**config.mk**
```make
export PLATFORM = sky130hd
export DESIGN_NAME = hll_front
export DESIGN_NICKNAME = d
export VERILOG_FILES = /design/src/hll_pkg.sv /design/src/hll_front.sv
export SDC_FILE = /design/constraint.sdc
export NUM_CORES = 1
export LEC_CHECK = 0
export BUFFER_PORTS_ARGS = -buffer_cell sky130_fd_sc_hd__buf_2
export CORE_MARGIN = 10
export CORE_UTILIZATION = 60
export DETAILED_ROUTE_END_ITERATION = 8
export PLACE_DENSITY = 0.89
export SYNTH_ARGS = -nofsm -noshare
export SYNTH_HDL_FRONTEND = slang
export SYNTH_SLANG_ARGS = --single-unit
export TNS_END_PERCENT = 50
```
**constraint.sdc**
```tcl
create_clock -name clk -period 11.6 [get_ports clk]
set_clock_uncertainty 0.05 [all_clocks]
set_input_delay 0.58 -clock clk [delete_from_list [all_inputs] [get_ports clk]]
set_output_delay 0.58 -clock clk [all_outputs]
set_load 0.005 [all_outputs]
```
**src/hll_pkg.sv**
```systemverilog
// shared types, constants and codes for the hyperloglog sketch unit
// no dependencies
`default_nettype none
package hll_pkg;

  localparam int MAX_PRECISION = 16;
  localparam int DEPTH = 1 << MAX_PRECISION;
  localparam int ADDR_W = MAX_PRECISION;
  localparam int RANK_W = 5;
  localparam int PREC_W = 5;
  localparam int SUM_W = 33 + MAX_PRECISION;
  localparam int CNT_W = MAX_PRECISION + 1;
  localparam int EST_W = 45;

  localparam logic [PREC_W-1:0] PREC_RESET = PREC_W'(14);
  localparam logic [PREC_W-1:0] PREC_MIN = PREC_W'(4);
  localparam logic [PREC_W-1:0] PREC_MAX = PREC_W'(MAX_PRECISION);

  localparam logic [63:0] LN2_Q64 = 64'hB17217F7D1CF79AC;
  localparam logic [63:0] LARGE_LIM = 64'd614891469123651720;

  localparam logic CMD_ADD = 1'b0;
  localparam logic CMD_EST = 1'b1;

  typedef enum logic [1:0] {
    MODE_RAW    = 2'd0,
    MODE_LINEAR = 2'd1,
    MODE_LARGE  = 2'd2
  } hll_mode_t;

  typedef struct packed {
    logic        command;
    logic [31:0] hash_value;
  } hll_in_t;

  typedef struct packed {
    logic [EST_W-1:0] estimate;
    logic [16:0]      empty_count;
    logic [1:0]       correction_mode;
  } hll_out_t;

  typedef struct packed {
    logic              cmd;
    logic [ADDR_W-1:0] idx;
    logic [RANK_W-1:0] rho;
    logic [PREC_W-1:0] prec;
  } hll_cmd_t;

  typedef enum logic [2:0] {
    BK_CLEAR,
    BK_IDLE,
    BK_ADD_WR,
    BK_SCAN,
    BK_SCAN_END,
    BK_MATH
  } hll_back_state_t;

  typedef enum logic [3:0] {
    MT_IDLE,
    MT_DIV1,
    MT_DIV2,
    MT_CHECK,
    MT_NORM,
    MT_SQ_MUL,
    MT_SQ_UPD,
    MT_LN_MUL,
    MT_FINISH
  } hll_math_state_t;

endpackage
`default_nettype wire

```
**src/hll_front.sv**
```systemverilog
// front end: precision register, word classification and command queue
// depends on hll_pkg
`default_nettype none
module hll_front import hll_pkg::*; (
  input  wire logic              clk,
  input  wire logic              rst_n,
  input  wire logic              start,
  output logic                   busy,
  input  wire hll_in_t           in_word,
  input  wire logic              cfg_we,
  input  wire logic [PREC_W-1:0] cfg_wdata,
  input  wire logic              clearing,
  output logic                   q_valid,
  output hll_cmd_t               q_head,
  input  wire logic              q_pop
);

  function automatic logic [5:0] clz32(input logic [31:0] x);
    logic [5:0] n;
    logic       found;
    n = 6'd32;
    found = 1'b0;
    for (int i = 31; i >= 0; i--) begin
      if (!found && x[i]) begin
        n = 6'(31 - i);
        found = 1'b1;
      end
    end
    return n;
  endfunction

  logic [PREC_W-1:0] prec_r;
  hll_cmd_t          fifo_r [2];
  logic              wr_ptr_r, rd_ptr_r;
  logic [1:0]        cnt_r;
  logic              push;
  hll_cmd_t          entry;
  logic [31:0]       w;
  logic [5:0]        rho_raw, rho_cap;

  always_ff @(posedge clk) begin
    if (!rst_n) begin
      prec_r <= PREC_RESET;
    end else if (cfg_we) begin
      if (cfg_wdata < PREC_MIN) prec_r <= PREC_MIN;
      else if (cfg_wdata > PREC_MAX) prec_r <= PREC_MAX;
      else prec_r <= cfg_wdata;
    end
  end

  always_comb begin
    w = in_word.hash_value << prec_r;
    rho_raw = clz32(w) + 6'd1;
    rho_cap = 6'd33 - 6'(prec_r);
    entry.cmd = in_word.command;
    entry.idx = ADDR_W'(in_word.hash_value >> (6'd32 - 6'(prec_r)));
    entry.rho = (rho_raw > rho_cap) ? rho_cap[RANK_W-1:0] : rho_raw[RANK_W-1:0];
    entry.prec = prec_r;
  end

  assign busy = (cnt_r == 2'd2) || clearing;
  assign push = start && !busy;
  assign q_valid = (cnt_r != 2'd0);
  assign q_head = fifo_r[rd_ptr_r];

  always_ff @(posedge clk) begin
    if (push) fifo_r[wr_ptr_r] <= entry;
  end

  always_ff @(posedge clk) begin
    if (!rst_n) begin
      wr_ptr_r <= 1'b0;
      rd_ptr_r <= 1'b0;
      cnt_r <= 2'd0;
    end else begin
      if (push) wr_ptr_r <= ~wr_ptr_r;
      if (q_pop) rd_ptr_r <= ~rd_ptr_r;
      cnt_r <= cnt_r + 2'(push) - 2'(q_pop);
    end
  end

endmodule
`default_nettype wire

```
==> impl_metrics.env, run 1 <==
export IMPL_synth_mux_area_frac=0.374
export IMPL_start_kind="flip-flop"
export IMPL_cts_resized=0
export IMPL_rows=38
export IMPL_synth_area_leaders="edfxtp_1 (24%), mux4_2 (18%), mux2_2 (9.0%), mux2i_1 (8.3%), nand2_1 (3.3%)"
export IMPL_clock_sinks=64
export IMPL_crit_path_top_delay_cell="buf_4"
export IMPL_yosys_area_share_xor_xnor=0.0130
export IMPL_nets=734
export IMPL_antenna_cells=0
export IMPL_cp_arrival_ns=6.62
export IMPL_hold_viol_final=0
export IMPL_yosys_warnings=0
export IMPL_yosys_area_top_type="edfxtp_1"
export IMPL_antenna_found_initial=0
export IMPL_hp_class="input pin to flip-flop"
export IMPL_syn_inst=638
export IMPL_p_leak_nw=2.88
export IMPL_fin_crit_sh=0.567
export IMPL_finalSetupTns_ns=0
export IMPL_slowest_delay_ns=0.62
export IMPL_fp_dieH_microns=126
export IMPL_htree_levels=3
export IMPL_synth_nets=693
export IMPL_max_cap_viol_count=0
export IMPL_crit_fanout=48
export IMPL_synthFlopType="edfxtp_1"
export IMPL_max_freq_mhz=152
export IMPL_rsz0062_at_grt="no"
export IMPL_drc=0
export IMPL_dp_hpwl_microns=14400
export IMPL_worst_slack_ns=5.02
export IMPL_synth_most_common_cell="nand2_1"
export IMPL_crit_type="flip-flop to flip-flop"
export IMPL_clk_insertion_delay_late_ns=0.33
export IMPL_async_reset_ff_frac=0
export IMPL_first_global_vias=5902
export IMPL_ios=73
export IMPL_ys_seq_area_frac=0.269
export IMPL_coreArea_sq_um=10900
export IMPL_dp_slack_ns=5.19
export IMPL_path_buf_inv=2
export IMPL_ctsHoldBuffers=0
export IMPL_synth_top_area_frac=0.240
export IMPL_viasPerCell=7.37
export IMPL_routed_wl_microns=19800
export IMPL_cts_buffer_depth=2
export IMPL_die_w_microns=126
export IMPL_io_buffers=72
export IMPL_slew_headroom=0.175
export IMPL_dr_pass1_iters=5
export IMPL_clkTransAtPathRegs_ns=0.05
export IMPL_ys_types=71
export IMPL_cts_root_buf="clkbuf_16"
export IMPL_yosys_area_share_adder=0.0204
export IMPL_gp_congestion=1.04
export IMPL_ys_top_cells_by_count="nand2_1 (59), mux2i_1 (56), edfxtp_1 (54), mux2_2 (54), mux4_2 (54)"
export IMPL_path_cells="buf_4 > inv_2 > mux4_2 > a221oi_1 > a221oi_1 > or3_1 > nor2_1 > o21ai_0 > nand4_1 > ha_1 > ha_1 > nor2b_1 > o21a_1 > o21ai_0 > nand2b_1 > a21oi_1 > nor2b_1 > o22ai_1 > nand2_1 > o32ai_1"
export IMPL_overflow=0
export IMPL_peakVddDrop_mv=0.104
export IMPL_initial_core_util=0.618
export IMPL_synth_top_family_by_area="multiplexers"
export IMPL_worstPathRequired_ns=11.64
export IMPL_vias=6073
export IMPL_drv_slew=0
export IMPL_syn2layout_area_growth_pct=10.3
export IMPL_dieArea_sq_um=15900
export IMPL_cts_made_buffers=9
export IMPL_drt_iter0_drc=853
export IMPL_synth_area_per_cell_sq_um=10.6
export IMPL_p_per_area_nw_per_um2=121
export IMPL_synth_compound_area_frac=0.142
export IMPL_drive_gt1_frac=0.335
export IMPL_cts_tree="yes"
export IMPL_grt_max_degree=57
export IMPL_status="complete, no violations"
export IMPL_tightest_slew_ns=1.23
export IMPL_antenna_left=0
export IMPL_yosys_area_share_simple=0.140
export IMPL_r2r_slack_ns=5.02
export IMPL_path_delay_family="compound AO/OA/AOI/OAI gates"
export IMPL_wl_per_cell_microns=24.1
export IMPL_grt_pass1_wl_microns=31600
export IMPL_grt_usage=0.240
export IMPL_setup_viol_count_final=0
export IMPL_finalCriticalPeriod_ns=6.58
export IMPL_synth_edf_count=54
export IMPL_end_kind="flip-flop"
export IMPL_post_cts_buffers=0
export IMPL_syn_area_sq_um=6760
export IMPL_ys_ff_latch=64
metal layers:
metal,global-route usage,routed length [microns],vias to the layer above
li1,-,-,2628
met1,0.322,7660,2870
met2,0.373,9110,502
met3,0.0583,2450,73
met4,0.0851,609,0
met5,0,0,-
cell families (layout without fill, tap and decap cells):
group,Yosys count,count (layout)
AO/OA/AOI/OAI,131,131
multiplexers,170,170
buffers and inverters,63,109
adder cells (fa/ha/maj),11,11
AND/OR/NAND/NOR,189,189
XOR/XNOR,10,10
flip-flops,64,64
final cells by class:
cell class | instances | area [sq um]
repair buffers | 81 | 428
multi-input cells | 511 | 4690
clock inverters | 2 | 10.0
clock buffers | 14 | 287
fillers | 808 | 3480
inverters | 12 | 45.0
well taps | 140 | 175
flip-flops and latches | 64 | 1830
report_power, final:
part | leakage (nW) | internal, W | total (W) | switching (W)
combinational | 2.15 | 0.000156 | 0.000353 | 0.000197
clock | 0.147 | 0.000170 | 0.000262 | 0.0000923
sequential | 0.584 | 0.000277 | 0.000291 | 0.0000138
total | 2.88 | 0.000603 | 0.000906 | 0.000303
per-stage QoR:
step	total power, W	cells	hold WS [ns]	util	cell area [sq um]
after floorplan	0.000541	638	0.374	-	6760
after global placement	0.000624	808	0.371	0.655	7160
after detailed placement	0.000636	808	0.376	0.655	7160
after CTS	0.000900	824	0.385	0.682	7460
after global routing	0.000948	824	0.394	0.682	7460
final	0.000906	824	0.390	0.682	7460
flip-flops by register name, summed over array words and instances (netlist names), named ones only:
signal	flops
fifo_r	54
wr_ptr_r	1
prec_r	5
rd_ptr_r	1
cnt_r	2
path summary, 6_finish.rpt:
path,startpoint,cells after the start,endpoint
min,in_word[32],1,fifo_r[1][26]
max,prec_r[0],20,fifo_r[0][9]
min reg2reg,prec_r[1],0,fifo_r[1][1]
max reg2reg,prec_r[0],20,fifo_r[0][9]
cells in the final DEF, fill, tap and decap left out, types with 6 or more instances in the layout:
master	netlist	layout
a211oi_1	10	10
a21oi_1	28	28
a31oi_1	14	14
and2_1	9	9
buf_2	12	72
buf_4	0	9
clkbuf_16	0	11
dfxtp_1	10	7
edfxtp_1	54	54
ha_1	11	11
inv_1	9	9
mux2_2	54	54
mux2i_1	56	56
mux4_2	54	54
nand2_1	59	59
nand2b_1	10	10
nand3_1	8	8
nand4_1	6	6
nor2_1	39	38
nor2b_1	11	11
nor3_1	14	14
nor4_1	6	6
o21ai_0	12	12
o221ai_1	8	8
o22ai_1	12	12
o32ai_1	6	6
(Power assumes the default switching activity.)
==> run 2, diff against run 1 <==
- ABC_AREA: unset -> 1
- CORE_UTILIZATION: 60 -> 55
- PLACE_DENSITY: 0.89 -> 0.87
- clock period: 11.6 -> 5.6 ns (I/O delays scaled with it)
==> impl_metrics.env, run 2 <==
export IMPL_dieArea_sq_um=16300
export IMPL_regMostFlops="fifo_r"
export IMPL_rows=39
export IMPL_slowest_delay_ns=0.48
export IMPL_final_fill_count=1008
export IMPL_ys_seq_area_frac=0.286
export IMPL_peakVddDrop_mv=0.199
export IMPL_ios=73
export IMPL_ys_ff_latch=64
export IMPL_cp_arrival_ns=5.51
export IMPL_synth_most_common_cell="nand2_1"
export IMPL_syn_inst=924
export IMPL_p_leak_nw=3.40
export IMPL_async_reset_ff_frac=0
export IMPL_reg2reg_depth=37
export IMPL_wl_per_cell_microns=18.0
export IMPL_drc=0
export IMPL_yosys_warnings=0
export IMPL_gp_congestion=1.03
export IMPL_synthFlopType="edfxtp_1"
export IMPL_clock_sinks=64
export IMPL_layout_common_cells="nand2_1 (225), nand3_1 (119), buf_2 (72)"
export IMPL_top_regs="fifo_r: 54 flops, prec_r: 5 flops, cnt_r: 2 flops"
export IMPL_fp_dieH_microns=128
export IMPL_synth_top_area_frac=0.254
export IMPL_ys_types=55
export IMPL_antenna_left=0
export IMPL_initial_core_util=0.561
export IMPL_dp_hpwl_microns=15000
export IMPL_place_inst=1114
export IMPL_viasPerCell=6.08
export IMPL_crit_type="flip-flop to flip-flop"
export IMPL_stdcell_count=1149
export IMPL_clkTransAtPathRegs_ns=0.06
export IMPL_crit_fanout=8
export IMPL_coreArea_sq_um=11400
export IMPL_vias=6986
export IMPL_max_cap_viol_count=0
export IMPL_antenna_cells=0
export IMPL_syn_area_sq_um=6370
export IMPL_cts_buffer_depth=2
export IMPL_start_kind="flip-flop"
export IMPL_cts_root_buf="clkbuf_16"
export IMPL_syn2layout_area_growth_pct=19.7
export IMPL_crit_path_top_delay_cell="dfxtp_4"
export IMPL_grt_max_degree=40
export IMPL_fin_crit_sh=0.979
export IMPL_end_kind="flip-flop"
export IMPL_synth_area_leaders="edfxtp_1 (25%), nand2_1 (15%), nand3_1 (11%), o21ai_0 (5.1%), mux2_2 (4.8%)"
export IMPL_hp_class="input pin to flip-flop"
export IMPL_finalCriticalPeriod_ns=5.48
export IMPL_max_freq_mhz=182
export IMPL_r2r_slack_ns=0.12
export IMPL_r2r_end="fifo_r[1][5]"
export IMPL_htree_levels=3
export IMPL_rsz0062_at_grt="yes"
export IMPL_cts_made_buffers=9
export IMPL_io_buffers=72
export IMPL_crit_start="prec_r[0]"
export IMPL_grt_usage=0.232
export IMPL_synth_edf_count=54
export IMPL_die_w_microns=128
export IMPL_drv_slew=0
export IMPL_first_global_vias=6313
export IMPL_final_common_cell="nand2_1"
export IMPL_worstPathRequired_ns=5.63
export IMPL_slew_headroom=0.256
export IMPL_nets=1056
export IMPL_drt_iter0_drc=844
export IMPL_largest_register_ffs=54
export IMPL_cp_endpoint="fifo_r[1][5]"
export IMPL_synth_area_per_cell_sq_um=6.90
export IMPL_routed_wl_microns=20700
export IMPL_p_per_area_nw_per_um2=246
export IMPL_hold_viol_final=0
export IMPL_overflow=0
export IMPL_antenna_found_initial=0
export IMPL_r2r_start="prec_r[0]"
export IMPL_status="complete, no violations"
export IMPL_setup_viol_count_final=0
export IMPL_ys_top_cells_by_count="nand2_1 (257), nand3_1 (135), nor2_1 (75)"
export IMPL_power_w=0.00187
export IMPL_drive_gt1_frac=0.281
export IMPL_synth_nets=979
export IMPL_yosys_area_top_type="edfxtp_1"
export IMPL_cts_tree="yes"
export IMPL_tightest_slew_ns=1.11
export IMPL_dr_pass1_iters=5
export IMPL_grt_pass1_wl_microns=31400
export IMPL_clk_insertion_delay_late_ns=0.33
run 2: cell types whose count changed after synthesis, sizes merged, moves of 10 or more:
cell / change
nor2: +45
o21ai: +68
nor2b: -11
nand3: +137
nand2: +221
mux4: -59
o22ai: -11
inv: +66
mux2i: -50
nand2b: -10
mux2: -28
nor3: -10
a211oi: -10
run 2: how the worst min path moves through the flow:
stage,from,endpoint,cells after the start
finish,in_word[32],fifo_r[0][26],1
global route,in_word[32],fifo_r[0][26],1
CTS,in_word[32],fifo_r[0][26],1
detailed placement,cnt_r[1],cnt_r[1],1
global placement,cnt_r[1],cnt_r[1],1
floorplan,rst_n,cnt_r[0],2
run 2: cell type report:
class / instances / area, sq um / share of cell area
clock inverter: 6 / 60.1 / 0.00787
multi-input combinational: 733 / 4290 / 0.562
timing repair buffer: 111 / 716 / 0.0938
sequential: 64 / 1830 / 0.239
inverter: 80 / 315 / 0.0413
timing repair inverter: 2 / 17.5 / 0.00229
clock buffer: 10 / 229 / 0.0300
tap: 143 / 179 / 0.0234
run 2: cells by family after synthesis:
logic type               synth area share
XOR/XNOR                          0.00824
flip-flops                          0.286
adder cells (fa/ha/maj)            0.0216
AO/OA/AOI/OAI                       0.138
buffers and inverters              0.0862
multiplexers                       0.0571
AND/OR/NAND/NOR                     0.403
run 2: stage by stage:
stage          cell area [sq um]  worst slack, ns  utilization  TNS [ns]  hold slack, ns
3_5_place_dp                6860           0.0247        0.603         0           0.427
3_3_place_gp                6860            0.255        0.603         0           0.415
6_report                    7630            0.118        0.671         0          0.0928
5_1_grt                     7630           -0.203        0.671     -1.83          0.0969
4_1_cts                     7140          0.00763        0.628         0          0.0933
2_1_floorplan               6370            0.729            -         0           0.323
run 2: layer usage:
metal | global-route usage | routed length [microns] | up-vias
met5 | 0 | 0 | -
met4 | 0.0834 | 671 | 0
met3 | 0.0385 | 1770 | 59
met2 | 0.401 | 10200 | 398
met1 | 0.283 | 8000 | 3207
li1 | - | - | 3322
run 2: power by group:
part	internal, W	switching [W]	leakage [nW]
clock network	0.000342	0.000202	0.138
registers	0.000570	0.0000139	0.586
logic	0.000262	0.000486	2.68
run 2: worst max-delay path: cells and delay by family, from the launching register on:
family          cells  cell delay (ns)
compound gates      3             0.33
buf+inv             5             0.63
flops               1             0.48
fa+ha+maj           1             0.26
simple gates       28             3.45
run 2: what timing repair did:
item,CTS,global route
buffers inserted,0,16
resized for setup,0,89
setup endpoints to repair,0,10
hold buffers,0,0
